$ cat src/hdl/tpr_pkg.sv
`timescale 1ns / 1ps
// ----------------------------------------------------------------------------
// tpr_pkg
// Shared types and constants of the Targa pixel RLE decoder.
// ----------------------------------------------------------------------------
package tpr_pkg;

  localparam int unsigned MaxSide   = 32767;
  localparam int unsigned SideW     = 15;
  localparam int unsigned TotalW    = 2 * SideW;
  localparam int unsigned CfgDataW  = SideW;
  localparam int unsigned CfgIndexW = 2;

  localparam logic [7:0] LenMask   = 8'h7F;
  localparam logic [7:0] RunFlag   = 8'h80;
  localparam logic [7:0] AlphaFull = 8'hFF;

  typedef enum logic [CfgIndexW-1:0] {
    REG_PIXEL_FORMAT = 2'd0,
    REG_COMPRESSED   = 2'd1,
    REG_IMAGE_WIDTH  = 2'd2,
    REG_IMAGE_HEIGHT = 2'd3
  } tpr_reg_e;

  typedef enum logic [1:0] {
    FMT_GRAY8  = 2'd0,
    FMT_BGR24  = 2'd1,
    FMT_BGRA32 = 2'd2,
    FMT_ALT32  = 2'd3
  } tpr_fmt_e;

  typedef struct packed {
    logic [7:0] data_byte;
    logic       image_start;
  } tpr_in_t;

  typedef struct packed {
    logic [7:0] red;
    logic [7:0] green;
    logic [7:0] blue;
    logic [7:0] alpha;
    logic [7:0] repeat_res;
    logic       image_done;
    logic       run_clipped;
  } tpr_out_t;

  // Settings seen by the decode datapath
  typedef struct packed {
    logic [1:0]        pixel_format;
    logic              compressed;
    logic [TotalW-1:0] total;
  } tpr_cfg_t;

endpackage

$ cat src/hdl/tpr_cfg_regs.sv
`timescale 1ns / 1ps
// ----------------------------------------------------------------------------
// tpr_cfg_regs
// Configuration registers and the registered pixel count of the image.
// ----------------------------------------------------------------------------
module tpr_cfg_regs
  import tpr_pkg::*;
(
  input  logic                 clk_i,
  input  logic                 rst_ni,
  input  logic                 cfg_we_i,
  input  logic [CfgIndexW-1:0] cfg_index_i,
  input  logic [CfgDataW-1:0]  cfg_data_i,
  output tpr_cfg_t             cfg_o
);

  logic [1:0]       fmt_q;
  logic             comp_q;
  logic [SideW-1:0] width_q;
  logic [SideW-1:0] height_q;
  logic [SideW-1:0] width_c;
  logic [SideW-1:0] height_c;
  logic [TotalW-1:0] total_q;

  always_ff @(posedge clk_i or negedge rst_ni) begin
    if (!rst_ni) begin
      fmt_q    <= FMT_BGRA32;
      comp_q   <= 1'b1;
      width_q  <= SideW'(1);
      height_q <= SideW'(1);
    end else if (cfg_we_i) begin
      case (tpr_reg_e'(cfg_index_i))
        REG_PIXEL_FORMAT: fmt_q    <= cfg_data_i[1:0];
        REG_COMPRESSED:   comp_q   <= cfg_data_i[0];
        REG_IMAGE_WIDTH:  width_q  <= cfg_data_i[SideW-1:0];
        REG_IMAGE_HEIGHT: height_q <= cfg_data_i[SideW-1:0];
        default: ;
      endcase
    end
  end

  // Zero counts as one side, oversized counts as the maximum side
  always_comb begin
    width_c = width_q;
    if (width_q == '0) width_c = SideW'(1);
    else if (width_q > SideW'(MaxSide)) width_c = SideW'(MaxSide);
    height_c = height_q;
    if (height_q == '0) height_c = SideW'(1);
    else if (height_q > SideW'(MaxSide)) height_c = SideW'(MaxSide);
  end

  // Product is registered behind the side registers; writes must come only while idle (the block does not enforce this)
  always_ff @(posedge clk_i or negedge rst_ni) begin
    if (!rst_ni) begin
      total_q <= TotalW'(1);
    end else begin
      total_q <= TotalW'(width_c) * TotalW'(height_c);
    end
  end

  assign cfg_o.pixel_format = fmt_q;
  assign cfg_o.compressed   = comp_q;
  assign cfg_o.total        = total_q;

endmodule

$ cat src/hdl/tga_pixel_rle_decoder.sv
`timescale 1ns / 1ps
// ----------------------------------------------------------------------------
// tga_pixel_rle_decoder
// Decodes Targa pixel-data bytes (raw or RLE) into RGBA results with repeat.
// ----------------------------------------------------------------------------
// Usage:
//   Bytes enter on the in channel (in_valid_i / in_stall_o), one transaction
//   per byte; image_start marks the first byte of an image and clears the
//   decode state before that byte. Decoded pixels leave on the out channel
//   (out_valid_o / out_stall_i), one transaction per pixel or per run.
//   Packet headers and partial pixel bytes give no output transaction.
//   A taken byte waits in the input register and is decoded from there;
//   its result is written to the output register as the byte is processed.
//   Throughput: one byte per cycle while the receiver does not stall,
//   set by the single input register feeding the decode stage and output
//   register. When the receiver stalls, the held result stays put, the byte
//   in the input register waits, and in_stall_o rises once that register is
//   full. Configuration writes land in their registers; the pixel total of
//   the image is registered from them in the cycle after. Reset restores the
//   default settings, clears all decode state and empties both registers.
// ----------------------------------------------------------------------------
module tga_pixel_rle_decoder
  import tpr_pkg::*;
(
  input  logic                 clk_i,
  input  logic                 rst_ni,
  input  logic                 cfg_we_i,
  input  logic [CfgIndexW-1:0] cfg_index_i,
  input  logic [CfgDataW-1:0]  cfg_data_i,
  input  logic                 in_valid_i,
  output logic                 in_stall_o,
  input  tpr_in_t              in_data_i,
  output logic                 out_valid_o,
  input  logic                 out_stall_i,
  output tpr_out_t             out_data_o
);

  tpr_cfg_t cfg;

  tpr_cfg_regs u_cfg (
    .clk_i       (clk_i),
    .rst_ni      (rst_ni),
    .cfg_we_i    (cfg_we_i),
    .cfg_index_i (cfg_index_i),
    .cfg_data_i  (cfg_data_i),
    .cfg_o       (cfg)
  );

  // Input register
  logic    in_valid_q;
  tpr_in_t in_q;
  logic    proc;
  logic    in_take;

  // Decode state
  logic [23:0]       buf_q, buf_e, buf_d;
  logic [1:0]        pos_q, pos_e, pos_d;
  logic              inpk_q, inpk_e, inpk_d;
  logic              run_q, run_e, run_d;
  logic [7:0]        rem_q, rem_e, rem_d;
  logic [TotalW-1:0] pw_q, pw_e, pw_d;
  logic              fin_q, fin_e, fin_d;

  // Output register
  logic     out_valid_q;
  tpr_out_t out_q;
  logic     has_res;
  tpr_out_t res;

  logic [2:0]      need;
  logic [7:0]      b;
  logic [7:0]      by0, by1, by2, by3;
  logic [7:0]      rpt;
  logic [TotalW:0] left_w;

  assign proc       = in_valid_q && (!out_valid_q || !out_stall_i);
  assign in_stall_o = in_valid_q && !proc;
  assign in_take    = in_valid_i && !in_stall_o;

  always_ff @(posedge clk_i or negedge rst_ni) begin
    if (!rst_ni) begin
      in_valid_q <= 1'b0;
    end else if (in_take) begin
      in_valid_q <= 1'b1;
    end else if (proc) begin
      in_valid_q <= 1'b0;
    end
  end

  always_ff @(posedge clk_i) begin
    if (in_take) in_q <= in_data_i;
  end

  // Start of image clears the state before the byte is handled
  always_comb begin
    b      = in_q.data_byte;
    buf_e  = in_q.image_start ? '0   : buf_q;
    pos_e  = in_q.image_start ? '0   : pos_q;
    inpk_e = in_q.image_start ? 1'b0 : inpk_q;
    run_e  = in_q.image_start ? 1'b0 : run_q;
    rem_e  = in_q.image_start ? '0   : rem_q;
    pw_e   = in_q.image_start ? '0   : pw_q;
    fin_e  = in_q.image_start ? 1'b0 : fin_q;
  end

  always_comb begin
    case (tpr_fmt_e'(cfg.pixel_format))
      FMT_GRAY8: need = 3'd1;
      FMT_BGR24: need = 3'd3;
      default:   need = 3'd4;
    endcase
  end

  // Bytes not gathered read as zero
  always_comb begin
    by0 = (pos_e == 2'd0) ? b : buf_e[7:0];
    by1 = (pos_e == 2'd1) ? b : ((pos_e > 2'd1) ? buf_e[15:8] : 8'h00);
    by2 = (pos_e == 2'd2) ? b : ((pos_e > 2'd2) ? buf_e[23:16] : 8'h00);
    by3 = (pos_e == 2'd3) ? b : 8'h00;
  end

  // Borrow in the top bit means more pixels written than the image holds
  assign left_w = {1'b0, cfg.total} - {1'b0, pw_e};

  always_comb begin
    buf_d   = buf_e;
    pos_d   = pos_e;
    inpk_d  = inpk_e;
    run_d   = run_e;
    rem_d   = rem_e;
    pw_d    = pw_e;
    fin_d   = fin_e;
    has_res = 1'b0;
    rpt     = 8'd1;
    res     = '0;
    if (!fin_e) begin
      if (cfg.compressed && !inpk_e) begin
        // Packet header
        run_d  = (b & RunFlag) != 8'h00;
        rem_d  = (b & LenMask) + 8'd1;
        inpk_d = 1'b1;
      end else if ({1'b0, pos_e} + 3'd1 < need) begin
        case (pos_e)
          2'd0:    buf_d = {buf_e[23:8], b};
          2'd1:    buf_d = {buf_e[23:16], b, buf_e[7:0]};
          default: buf_d = {b, buf_e[15:0]};
        endcase
        pos_d = pos_e + 2'd1;
      end else begin
        has_res = 1'b1;
        buf_d   = '0;
        pos_d   = '0;
        if (need == 3'd1) begin
          res.red   = by0;
          res.green = by0;
          res.blue  = by0;
          res.alpha = AlphaFull;
        end else begin
          res.blue  = by0;
          res.green = by1;
          res.red   = by2;
          res.alpha = (need == 3'd4) ? by3 : AlphaFull;
        end
        if (cfg.compressed && run_e) begin
          rpt = (rem_e == 8'd0) ? 8'd1 : rem_e;
          if (!left_w[TotalW] && (TotalW'(rpt) > left_w[TotalW-1:0])) begin
            rpt             = left_w[7:0];
            res.run_clipped = 1'b1;
          end
          rem_d  = '0;
          inpk_d = 1'b0;
        end else if (cfg.compressed) begin
          rem_d = rem_e - 8'd1;
          if (rem_d == 8'd0) inpk_d = 1'b0;
        end
        pw_d           = pw_e + TotalW'(rpt);
        fin_d          = pw_d >= cfg.total;
        res.repeat_res = rpt;
        res.image_done = fin_d;
      end
    end
  end

  always_ff @(posedge clk_i or negedge rst_ni) begin
    if (!rst_ni) begin
      buf_q  <= '0;
      pos_q  <= '0;
      inpk_q <= 1'b0;
      run_q  <= 1'b0;
      rem_q  <= '0;
      pw_q   <= '0;
      fin_q  <= 1'b0;
    end else if (proc) begin
      buf_q  <= buf_d;
      pos_q  <= pos_d;
      inpk_q <= inpk_d;
      run_q  <= run_d;
      rem_q  <= rem_d;
      pw_q   <= pw_d;
      fin_q  <= fin_d;
    end
  end

  always_ff @(posedge clk_i or negedge rst_ni) begin
    if (!rst_ni) begin
      out_valid_q <= 1'b0;
    end else if (proc) begin
      out_valid_q <= has_res;
    end else if (!out_stall_i) begin
      out_valid_q <= 1'b0;
    end
  end

  // Hold the payload while stalled
  always_ff @(posedge clk_i) begin
    if (proc && has_res) out_q <= res;
  end

  assign out_valid_o = out_valid_q;
  assign out_data_o  = out_q;

endmodule
$ cat config.mk
export PLATFORM = sky130hd
export DESIGN_NAME = tga_pixel_rle_decoder
export DESIGN_NICKNAME = d
export VERILOG_FILES = /design/src/hdl/tpr_pkg.sv /design/src/hdl/tpr_cfg_regs.sv /design/src/hdl/tga_pixel_rle_decoder.sv
export SDC_FILE = /design/constraint.sdc
export NUM_CORES = 1
export LEC_CHECK = 0
export ABC_AREA = 0
export BUFFER_PORTS_ARGS = -buffer_cell sky130_fd_sc_hd__buf_2
export CORE_MARGIN = 8
export CORE_UTILIZATION = 40
export CTS_CLUSTER_DIAMETER = 150
export DETAILED_ROUTE_END_ITERATION = 8
export GPL_ROUTABILITY_DRIVEN = 0
export PLACE_DENSITY_LB_ADDON = 0.12
export SLEW_MARGIN = 20
export SYNTH_ARGS = -nofsm -noshare
export SYNTH_HDL_FRONTEND = slang
export SYNTH_SLANG_ARGS = --single-unit
$ cat constraint.sdc
create_clock -name clk_i -period 10.9 [get_ports clk_i]
set_clock_uncertainty 0.05 [all_clocks]
set_input_delay 0.545 -clock clk_i [delete_from_list [all_inputs] [get_ports clk_i]]
set_output_delay 0.545 -clock clk_i [all_outputs]
set_load 0.01 [all_outputs]
* Word-level counts from Yosys, hierarchy flattened
Cells that the tools add are included.
** Storage, ports and cells
- Input port bits :: 31
- Flip-flop bits (word level) :: 183
- Word-level logic and storage cells :: 136
- Output and inout bits :: 44
** Cells by class
- Reductions and logical operators :: 28
- Magnitude comparators :: 7
- $add $sub $neg :: 6
- Muxes and demuxes :: 60
- Equality and inequality tests :: 10
- $mul :: 1
- Bitwise logic cells :: 1
** Operator list (count)
- two-way mux 8 bit :: 19
- two-way mux 30 bit :: 4
- two-way mux 24 bit :: 4
- two-way mux 15 bit :: 4
- one-hot mux 24 bit (2 select lines) :: 1
- two-way mux 32 bit :: 1
- subtractor 30 x 30 -> 31 bit :: 1
- adder 30 x 8 -> 30 bit :: 1
- greater-or-equal comparator 30 bit :: 1
- greater-than comparator 15 bit (second input constant) :: 2
- greater-than comparator 8 x 30 -> 1 bit :: 1
- logical NOT 15 bit :: 2
- multiplier 15 x 15 -> 30 bit :: 1
- two-way mux 1 bit :: 22
- logical NOT 8 bit :: 2
- adder 7 x 1 -> 8 bit (second input constant) :: 1
- equality test 2 bit (second input constant) :: 4
- two-way mux 2 bit :: 4
- AND reduction 2 bit :: 4
- subtractor 8 x 1 -> 8 bit (second input constant) :: 1
- logical AND 1 bit :: 7
- equality test 2 x 1 -> 1 bit (second input constant) :: 3
- logical NOT 1 bit :: 6
- logical NOT 2 bit :: 3
- 14 further kinds :: 14

* Depth between registers and ports, before layout
Gate-level depths: netlist (run 1).
- Depth after elaboration :: 15
- Gate-level depth with buffers :: 43
- Mapped depth without buffers :: 39

* Cells and area by module
From an unflattened synthesis (run 1), not the netlist that was laid out.
** Unflattened totals
- Cell total of the unflattened synthesis :: 2202
- Area, all modules :: 19712.7 um2
** Modules (own cells, without submodules)
- tga_pixel_rle_decoder :: instances 1, area an instance 9978.3 um2, seq. area each 3258.1 um2, cells each 1196
- tpr_cfg_regs :: instances 1, area an instance 9734.3 um2, seq. area each 1582.8 um2, cells each 1006

* Worst setup path after synthesis (run 1)
No wires, ideal clock.
- Kind :: register -> register
- Start point :: reg in_q[0] (netlist name)
- End point :: reg out_q, in the netlist out_data_o[1], data pin
- Clock period less this slack :: 8.758 ns
- Stages on the path, launching flop included :: 39
- Path buffers :: 3
- Setup slack :: 2.142 ns
- Data required time :: 10.584 ns
- Setup time :: 0.266 ns
- Arrival :: 8.442 ns
- Path through :: edfxtp_1 -> inv_1 -> clkbuf_1 -> buf_1 -> buf_1 -> nand2_1 -> fa_1 -> a21o_1 -> a221oi_2 -> xnor2_1 -> ha_1 -> o21a_1 -> a21oi_1 -> a2111oi_0 -> nand4_1 -> a311o_1 -> nor4_1 -> and4_1 -> (+3 left out) -> ha_1 -> inv_1 -> fa_1 -> nor2b_1 -> o21ai_0 -> a21boi_0 -> o21ai_0 -> a21boi_0 -> o21ai_0 -> a2111oi_0 -> and3_1 -> xnor2_1 -> nor2_1 -> ha_1 -> a21o_1 -> a221oi_1 -> o221a_2 -> a21oi_1
** Between the ends
- Longest elaborated chain between the ends :: 12
- Elaborated cells on any way between the ends :: 25
- Classes of those cells :: add/sub (3); order compare (3); mux (12); reduce/logical (7)
** Ends and longest elaborated chain
- start, declared :: RTL line tga_pixel_rle_decoder.sv:51 : tpr_in_t in_q;
- start signal, assigned :: RTL line tga_pixel_rle_decoder.sv:91 : if (in_take) in_q <= in_data_i;
- parallel branches: the longest is 12 deep, another holds subtractor 30 x 30 -> 31 bit
- end signal, assigned :: RTL line tga_pixel_rle_decoder.sv:216 : if (proc && has_res) out_q <= res;
- end, declared :: RTL line tga_pixel_rle_decoder.sv:66 : tpr_out_t out_q;
Parallel ways; which one is timed is not known. The select of a mux whose other input is x is not followed.
A chain may end at the register's enable or synchronous reset.

* Worst setup path after layout (run 1)
Ends and elaborated chain as after synthesis.

==> results_dict.tcl, run 1 <==
set metrics [dict create \
    crit_buf_inv 2 \
    grt_max_degree 69 \
    drt-initial-drc-count 1291 \
    tightest_slew_ps 907 \
    first_pass_iters 7 \
    grt_pass1_wl_mm 83.7 \
    dp_cells 2666 \
    report.final.slew_viol_count 0 \
    crit_type "flop to flop" \
    crit_path_end_kind "flop" \
    cts_sinks 183 \
    clkTransAtPathRegs_ps 90 \
    slowest_delay_ps 710 \
    setup_tns_ps 0 \
    synth_edf_count 51 \
    crit_family "compound AO/OA/AOI/OAI gates" \
    holdBufCountCts 0 \
    hold_path.class "input pin to async pin" \
    timing.slew.headroom 0.395 \
    nets 2461 \
    gr-total-overflow 0 \
    initial_utilization 0.406 \
    critPathRequiredTime_ps 11030 \
    cts_tree "built" \
    final_common_cell "nand2_1" \
    synth_area_per_cell_um2 9.20 \
    layoutNonFillerInstCount 2698 \
    drt.antenna.violating_nets 0 \
    status "finished, violations left" \
    via_per_inst 5.51 \
    n_antenna_cell 0 \
    port_buffers 74 \
    crit_path_max_fanout 6 \
    rr_worst_depth 39 \
    ys_warn_count 0 \
    setup_violations 0 \
    async_reset_ff_frac 0.721 \
    grtUsageTotal 0.194 \
    grt_antenna_before_repair 0 \
    grt_pass1_vias 15000 \
    yosys_register_bits 183 \
    rsz0062_at_grt "no" \
    placed_area_mm2 0.0198 \
    finalHoldViolCount 1 \
    cts_root_buffer "clkbuf_16" \
    hpwl_mm 40.1 \
    cp.arrival_ps 9230 \
    boundaryPins 75 \
    post_cts_buffers 0 \
    rr_endpoint "out_data_o[1]" \
    synthFlopType "dfrtp_1" \
    cpMaxStageDelayCell "a211oi_1" \
    clock_latency_ps 470 \
    drive_gt1_frac 0.0875 \
    fp.dieArea_mm2 0.0544 \
    htree_levels 4 \
    fin_crit_ps 9100 \
    ys_types 79 \
    fmax_mhz 110 \
    multi_input_area_mm2 0.0128 \
    cp-start-kind "flop" \
    clock_path_buffers 2 \
    violations "hold timing" \
    stdcell_area_mm2 0.0204 \
    fin_crit_sh 0.835 \
    layout_common_cells "266 x nand2_1, 243 x inv_1, 183 x ha_1" \
    fillCellCount 4556 \
    areaGrowthSynthToFinish_pct 7.96 \
    post_cts_resize_count 0 \
    maxCapViolCount 0 \
    fp.dieW_um 233 \
    dieHeight_um 233 \
    synth_area_mm2 0.0189 \
    seqCellArea_mm2 0.00484 \
    synthCells 2054 \
    fin_hold_ws_ps -13.8 \
    finalWirelength_mm 52.0 \
    row_count 79 \
    yosysSeqAreaShare 0.256 \
    drc_errors 0 \
    syn_nets 2437 \
    startpoint "in_q[0]" \
    core_mm2 0.0466 \
    wl_per_cell_um 19.3 \
    r2r_setup_slack_ps 1800 \
    vias 14900 \
    rr_startpoint "in_q[0]" \
    cp_common_cell "a21oi_1" \
    cts_made_buffers 17 \
]
[worst register-to-register path, delay by kind of cell, from the launching register on]
kind / cells / cell delay [ps]
AOI/OAI and AO/OA: 21 / 4720
adders and majority gates: 6 / 1880
buffers and inverters: 2 / 120
xor gates and xnor gates: 2 / 350
DFF: 1 / 420
and+or+nand+nor: 8 / 1250
[routing by layer]
metal	up-vias	track usage	share of wire
met5	-	0	0
li1	7043	-	-
met2	402	0.305	0.46
met1	7336	0.275	0.48
met4	0	0.0577	0.022
met3	73	0.0246	0.044
[registers in the layout, summed over array words and instances (netlist names)]
signal	cells
u_cfg.fmt_q	2
run_q	1
out_valid_o	1
out_data_o	42
buf_q	24
u_cfg.total_q	30
u_cfg.height_q	15
fin_q	1
u_cfg.width_q	15
pw_q	30
in_valid_q	1
inpk_q	1
u_cfg.comp_q	1
rem_q	8
in_q	1
pos_q	2
b	8
[synthesized netlist by cell type (8+ instances only)]
cell / count / share of area
fa_1: 169 / 0.18
edfxtp_1: 51 / 0.081
nand3_1: 29 / 0.0077
inv_1: 243 / 0.048
nor3_1: 24 / 0.0064
ha_1: 183 / 0.12
xor2_1: 21 / 0.0097
nand2b_1: 15 / 0.0050
a21o_1: 31 / 0.012
mux2i_1: 8 / 0.0042
and3_1: 26 / 0.0086
xnor2_1: 51 / 0.024
o21ai_0: 86 / 0.023
nand4_1: 23 / 0.0076
nor2_1: 86 / 0.017
and2_1: 87 / 0.029
clkbuf_1: 74 / 0.015
a31oi_1: 16 / 0.0053
dfrtp_1: 127 / 0.17
nor4_1: 13 / 0.0043
mux2_2: 34 / 0.020
a221oi_1: 13 / 0.0060
o21a_1: 12 / 0.0048
or3_1: 17 / 0.0056
nand2_1: 266 / 0.053
a211oi_1: 9 / 0.0036
buf_1: 8 / 0.0016
o211ai_1: 9 / 0.0036
nor2b_1: 48 / 0.016
a22o_1: 48 / 0.022
a21oi_1: 114 / 0.030
[worst max-delay path by stage]
| stage | endpoint | slack (ps) | cells past startpoint |
|---|---|---|---|
| floorplan | out_data_o[1] | 2140 | 38 |
| global placement | out_data_o[1] | 2240 | 39 |
| detailed placement | out_data_o[1] | 1990 | 39 |
| CTS | out_data_o[1] | 1950 | 39 |
| global route | out_data_o[1] | 1120 | 39 |
| finish | out_data_o[1] | 1800 | 39 |
[logic make-up (layout without fill, tap and decap cells)]
group                    after synthesis  in the layout  share of synthesized area
AO/OA/AOI/OAI                        414            414                      0.147
multiplexers                          42             42                     0.0245
adder cells (fa/ha/maj)              352            352                      0.300
AND/OR/NAND/NOR                      660            660                      0.172
flip-flops                           183            183                      0.256
buffers and inverters                331            368                     0.0664
XOR/XNOR                              72             72                     0.0334
[final cells by class]
type | count | area share
Clock buffer | 19 | 0.0212
Clock inverter | 13 | 0.00669
Inverter | 245 | 0.0451
Multi-Input combinational cell | 1540 | 0.628
Sequential cell | 183 | 0.237
Tap cell | 607 | 0.0372
Timing Repair Buffer | 91 | 0.0247
[stage by stage]
step | setup slack, ps | hold slack, ps | utilization
finish | 1800 | -13.8 | 0.438
floorplan | 2140 | 199 | -
global route | 1120 | 37.0 | 0.438
CTS | 1950 | 21.9 | 0.438
global placement | 2240 | 406 | 0.426
detailed placement | 1990 | 414 | 0.426
Power of run 1 is not shown: default switching activity piles up to over one toggle a cycle in this logic, so the estimate is an artifact.
==> inputs of run 2 (changes only) <==
==> constraint.sdc (replaced) <==
create_clock -name clk_i -period 9.5 [get_ports clk_i]
set_clock_uncertainty 0.05 [all_clocks]
set_input_delay 0.475 -clock clk_i [delete_from_list [all_inputs] [get_ports clk_i]]
set_output_delay 0.475 -clock clk_i [all_outputs]
set_load 0.01 [all_outputs]
==> run 2 against run 1 <==
- the run now ends clean
- register-to-register slack worse by 1100 ps
- via count up 0.71%
- count of clock-buffer cells in the layout fell by 1
- global-route usage rose by 0.068 points
- first-iteration DRC count shrank 13%
- maximum frequency grew 2.8%
==> results_dict.tcl, run 2 (synthesis gave the netlist of run 1 again) <==
set metrics [dict create \
    htree_levels 4 \
    slowest_delay_ps 450 \
    drc_errors 0 \
    cts_sinks 183 \
    fmax_mhz 113 \
    hold_end "b[0]" \
    cpMaxStageDelayCell "or3_1" \
    rr_endpoint "out_data_o[1]" \
    timing.slew.headroom 0.278 \
    place_ws_ps 492 \
    layoutNonFillerInstCount 2701 \
    n_antenna_cell 0 \
    cts_root_buffer "clkbuf_16" \
    crit_path_end_kind "flop" \
    report.final.slew_viol_count 0 \
    finalWirelength_mm 52.2 \
    hold_path.class "input pin to flop" \
    clock_latency_ps 490 \
    dp_cells 2668 \
    rr_worst_depth 36 \
    clock_path_buffers 2 \
    via_per_inst 5.54 \
    grtUsageTotal 0.194 \
    maxCapViolCount 0 \
    boundaryPins 75 \
    crit_type "flop to flop" \
    nets 2464 \
    fin_hold_ws_ps 112 \
    dieHeight_um 233 \
    crit_path_max_fanout 14 \
    rr_startpoint "in_q[0]" \
    post_cts_buffers 0 \
    grt_antenna_before_repair 0 \
    cp_common_cell "a21oi_1" \
    port_buffers 74 \
    cp.arrival_ps 9010 \
    drt.antenna.violating_nets 0 \
    hold_path_depth 1 \
    wl_per_cell_um 19.3 \
    r2r_setup_slack_ps 650 \
    cp-start-kind "flop" \
    startpoint "in_q[0]" \
    areaGrowthSynthToFinish_pct 8.25 \
    status "completed" \
    largest_reg_flops 42 \
    cts_made_buffers 17 \
    layout_common_cells "266 x nand2_1, 243 x inv_1, 183 x ha_1" \
    clkTransAtPathRegs_ps 80 \
    fin_crit_sh 0.931 \
    fp.dieW_um 233 \
    fin_ws_ps 654 \
    tightest_slew_ps 1080 \
    gr-total-overflow 0 \
    drt-initial-drc-count 1125 \
    drive_gt1_frac 0.0898 \
    grt_pass1_wl_mm 83.1 \
    fin_crit_ps 8850 \
    fp.dieArea_mm2 0.0544 \
    hpwl_mm 40.3 \
    row_count 79 \
    vias 15000 \
    first_pass_iters 7 \
    utilization 0.439 \
    cts_tree "built" \
    critPathRequiredTime_ps 9660 \
    min_from "in_data_i[1]" \
    grt_max_degree 71 \
    finalHoldViolCount 0 \
    grt_pass1_vias 15100 \
    initial_utilization 0.406 \
    setup_violations 0 \
    final_common_cell "nand2_1" \
    core_mm2 0.0466 \
]
## run 2: cell count changes in the layout (fill, tap and decap cells not counted), sizes merged
cell	delta
buf	+2
bufinv	+1
clkbuf	-1
clkinv	+2
clkinvlp	-1
dlygate4sd3	+1
inv	-1
## run 2: how the worst max path moves through the flow
stage / slack (ps) / depth (start not counted) / end
after detailed placement: 490 / 39 / out_data_o[1]
final: 650 / 36 / out_data_o[1]
after floorplan: 740 / 38 / out_data_o[1]
after global routing: -5 / 39 / out_data_o[1]
after global placement: 580 / 39 / out_data_o[1]
after CTS: 470 / 39 / out_data_o[1]
## run 2: metal layers
layer | vias up | part of all wire | global-route usage | wire length, um
li1 | 7070 | - | - | -
met1 | 7455 | 0.47 | 0.266 | 24500
met2 | 374 | 0.46 | 0.311 | 24300
met3 | 61 | 0.046 | 0.0347 | 2410
met4 | 0 | 0.020 | 0.0555 | 1060
met5 | - | 0 | 0 | 0
## run 2: stage by stage
stage | setup TNS [ps] | area [um2]
4_1_cts | 0 | 20400
3_3_place_gp | 0 | 19800
5_1_grt | -4.97 | 20400
6_report | 0 | 20400
3_5_place_dp | 0 | 19800
2_1_floorplan | 0 | 18900
## run 2: cell type report
type	instances	area (um2)
Clock inverter	14	158
Inverter	245	920
Timing Repair Buffer	94	529
Fill cell	4555	26100
Multi-Input combinational cell	1540	12800
Sequential cell	183	4840
Tap cell	607	759
Clock buffer	18	429
## run 2: repair_timing
item                                   CTS  global route
setup endpoints to repair                0             2
resized for setup                        0             4
endpoints found under the hold margin   65             0
hold buffers                             1             0
## run 2: worst max-delay path, delay by kind of cell (launching register included)
kind,cells,cell delay (ps)
buffers and inverters,2,250
and+or+nand+nor,9,2240
xor gates and xnor gates,1,180
adders and majority gates,5,1490
AOI/OAI and AO/OA,19,3940
DFF,1,420
Power of run 2 is left out for the same reason.
==> inputs of run 3 (changes only) <==
--- a/config.mk
+++ b/config.mk
@@ -5,15 +5,14 @@
 export SDC_FILE = /design/constraint.sdc
 export NUM_CORES = 1
 export LEC_CHECK = 0
-export ABC_AREA = 0
+export ABC_AREA = 1
 export BUFFER_PORTS_ARGS = -buffer_cell sky130_fd_sc_hd__buf_2
 export CORE_MARGIN = 8
 export CORE_UTILIZATION = 40
 export CTS_CLUSTER_DIAMETER = 150
 export DETAILED_ROUTE_END_ITERATION = 8
 export GPL_ROUTABILITY_DRIVEN = 0
-export PLACE_DENSITY_LB_ADDON = 0.12
-export SLEW_MARGIN = 20
+export PLACE_DENSITY = 0.59
 export SYNTH_ARGS = -nofsm -noshare
 export SYNTH_HDL_FRONTEND = slang
 export SYNTH_SLANG_ARGS = --single-unit
==> run 3 against run 2 <==
- hold slack better by 9.5 ps
- synthesized cell count is 36% higher
- area after synthesis is 8.1% higher
==> results_dict.tcl, run 3 <==
set metrics [dict create \
    status "completed" \
    layoutNonFillerInstCount 3474 \
    crit_family "simple AND/OR/NAND/NOR gates" \
    wl_per_cell_um 16.7 \
    maxCapViolCount 0 \
    report.final.slew_viol_count 0 \
    cts_sinks 183 \
    fp.dieArea_mm2 0.0585 \
    initial_utilization 0.401 \
    cp.arrival_ps 8300 \
    clkTransAtPathRegs_ps 90 \
    core_mm2 0.0509 \
    first_pass_iters 6 \
    layout_common_cells "678 x nand2_1, 601 x inv_1, 229 x nor2_1" \
    boundaryPins 75 \
    gr-total-overflow 0 \
    dieHeight_um 242 \
    critPathRequiredTime_ps 9860 \
    cp-start-kind "flop" \
    synthCells 2787 \
    n_antenna_cell 0 \
    fillCellCount 5240 \
    yosysSeqAreaShare 0.237 \
    setup_violations 0 \
    async_reset_ff_frac 0.721 \
    yosys_register_bits 183 \
    p_leak_nw 11.9 \
    cpMaxStageDelayCell "fa_1" \
    fp.dieW_um 242 \
    via_per_inst 5.17 \
    grt_pass1_vias 17900 \
    synth.top_cell.area_share 0.166 \
    tightest_slew_ps 1360 \
    yosysMostFrequentCell "nand2_1" \
    finalWirelength_mm 58.1 \
    grt_pass1_wl_mm 94.0 \
    clock_path_buffers 2 \
    cts_made_buffers 17 \
    synthFlopType "dfrtp_1" \
    crit_type "flop to flop" \
    ys_types 54 \
    post_cts_resize_count 0 \
    synthTopCellsByArea "fa_1 17%, dfrtp_1 16%, nand2_1 12%" \
    cp_common_cell "nand2_1" \
    timing.slew.headroom 0.0910 \
    synth_edf_count 51 \
    areaGrowthSynthToFinish_pct 7.46 \
    vias 18000 \
    synth_area_leader_cell "fa_1" \
    row_count 83 \
    drt-initial-drc-count 1277 \
    drive_gt1_frac 0.0555 \
    finalHoldViolCount 0 \
    dp_cells 3441 \
    hold_path.class "input pin to flop" \
    slowest_delay_ps 470 \
    power_density_mw_per_mm2 371 \
    fin_hold_ws_ps 121 \
    nets 3164 \
    syn_nets 3170 \
    port_buffers 74 \
    setup_tns_ps 0 \
    drc_errors 0 \
    hpwl_mm 46.0 \
    cts_root_buffer "clkbuf_16" \
    ir_drop_mv 0.221 \
    clock_latency_ps 500 \
    fin_crit_sh 0.836 \
    largest_reg_flops 42 \
    p_total_mw 8.14 \
    crit_path_max_fanout 22 \
    synth_area_mm2 0.0204 \
    synth_area_per_cell_um2 7.33 \
    rsz0062_at_grt "no" \
    grtUsageTotal 0.197 \
    drt.antenna.violating_nets 0 \
    cts_tree "built" \
    fmax_mhz 126 \
    crit_path_end_kind "flop" \
    htree_levels 4 \
    grt_max_degree 70 \
    synthTopCellsByCount "679 x nand2_1, 601 x inv_1, 230 x nor2_1" \
    final_common_cell "nand2_1" \
    grt_antenna_before_repair 0 \
    crit_buf_inv 6 \
    fin_crit_ps 7940 \
    ys_warn_count 0 \
]
[run 3: stage by stage]
| stage | area (um2) | util | setup WS, ps |
|---|---|---|---|
| floorplan | 20400 | - | 2580 |
| detailed placement | 21300 | 0.419 | 1830 |
| finish | 21900 | 0.431 | 1560 |
| global placement | 21300 | 0.419 | 1970 |
| CTS | 21900 | 0.431 | 1680 |
| global route | 21900 | 0.431 | 791 |
[run 3: path summary, 6_finish.rpt]
path                       slack (ps)         start  cells after the start                 to
hold / removal                    120  in_data_i[7]                      1               b[6]
setup reg to reg                 1560       in_q[0]                     48              fin_q
hold reg to reg                   440      pw_q[22]                      2           pw_q[22]
setup / recovery                 1560       in_q[0]                     48              fin_q
max in group asynchronous        7480        rst_ni                      3  u_cfg.height_q[7]
min in group asynchronous         520        rst_ni                      2            pw_q[2]
[run 3: what timing repair did]
item / CTS / global route
setup buffers: 0 / 0
hold buffers: 1 / 0
endpoints found under the hold margin: 67 / 0
[run 3: cell type report]
type	count	area (um2)	area share
clock buffer	17	425	0.0194
clock inverter	15	209	0.00952
inverter	612	2300	0.105
multi-input combinational	1883	12900	0.586
sequential	183	4840	0.221
tap	680	851	0.0388
timing repair buffer	84	454	0.0207
[run 3: kinds of logic after synthesis]
kind of cell	Yosys count	share of synthesized area
and+or+nand+nor	1081	0.216
buffers and inverters	721	0.133
AOI/OAI and AO/OA	386	0.109
adders and majority gates	352	0.278
DFF	183	0.237
xor gates and xnor gates	64	0.0274
[run 3: power by group]
group / total [mW] / internal, mW / switching [mW]
Clock: 0.756 / 0.363 / 0.393
Combinational: 5.97 / 2.15 / 3.82
Sequential: 1.41 / 1.14 / 0.276
Total: 8.14 / 3.65 / 4.49
[run 3: per-layer routing]
metal  global-route usage  up-vias  wire length, um
li1                     -     8647                -
met1                0.252     8563            25300
met2                0.337      612            28000
met3               0.0241      133             2890
met4               0.0803        0             1950
met5                    0        -                0
Power figures use the tool's default switching activity.
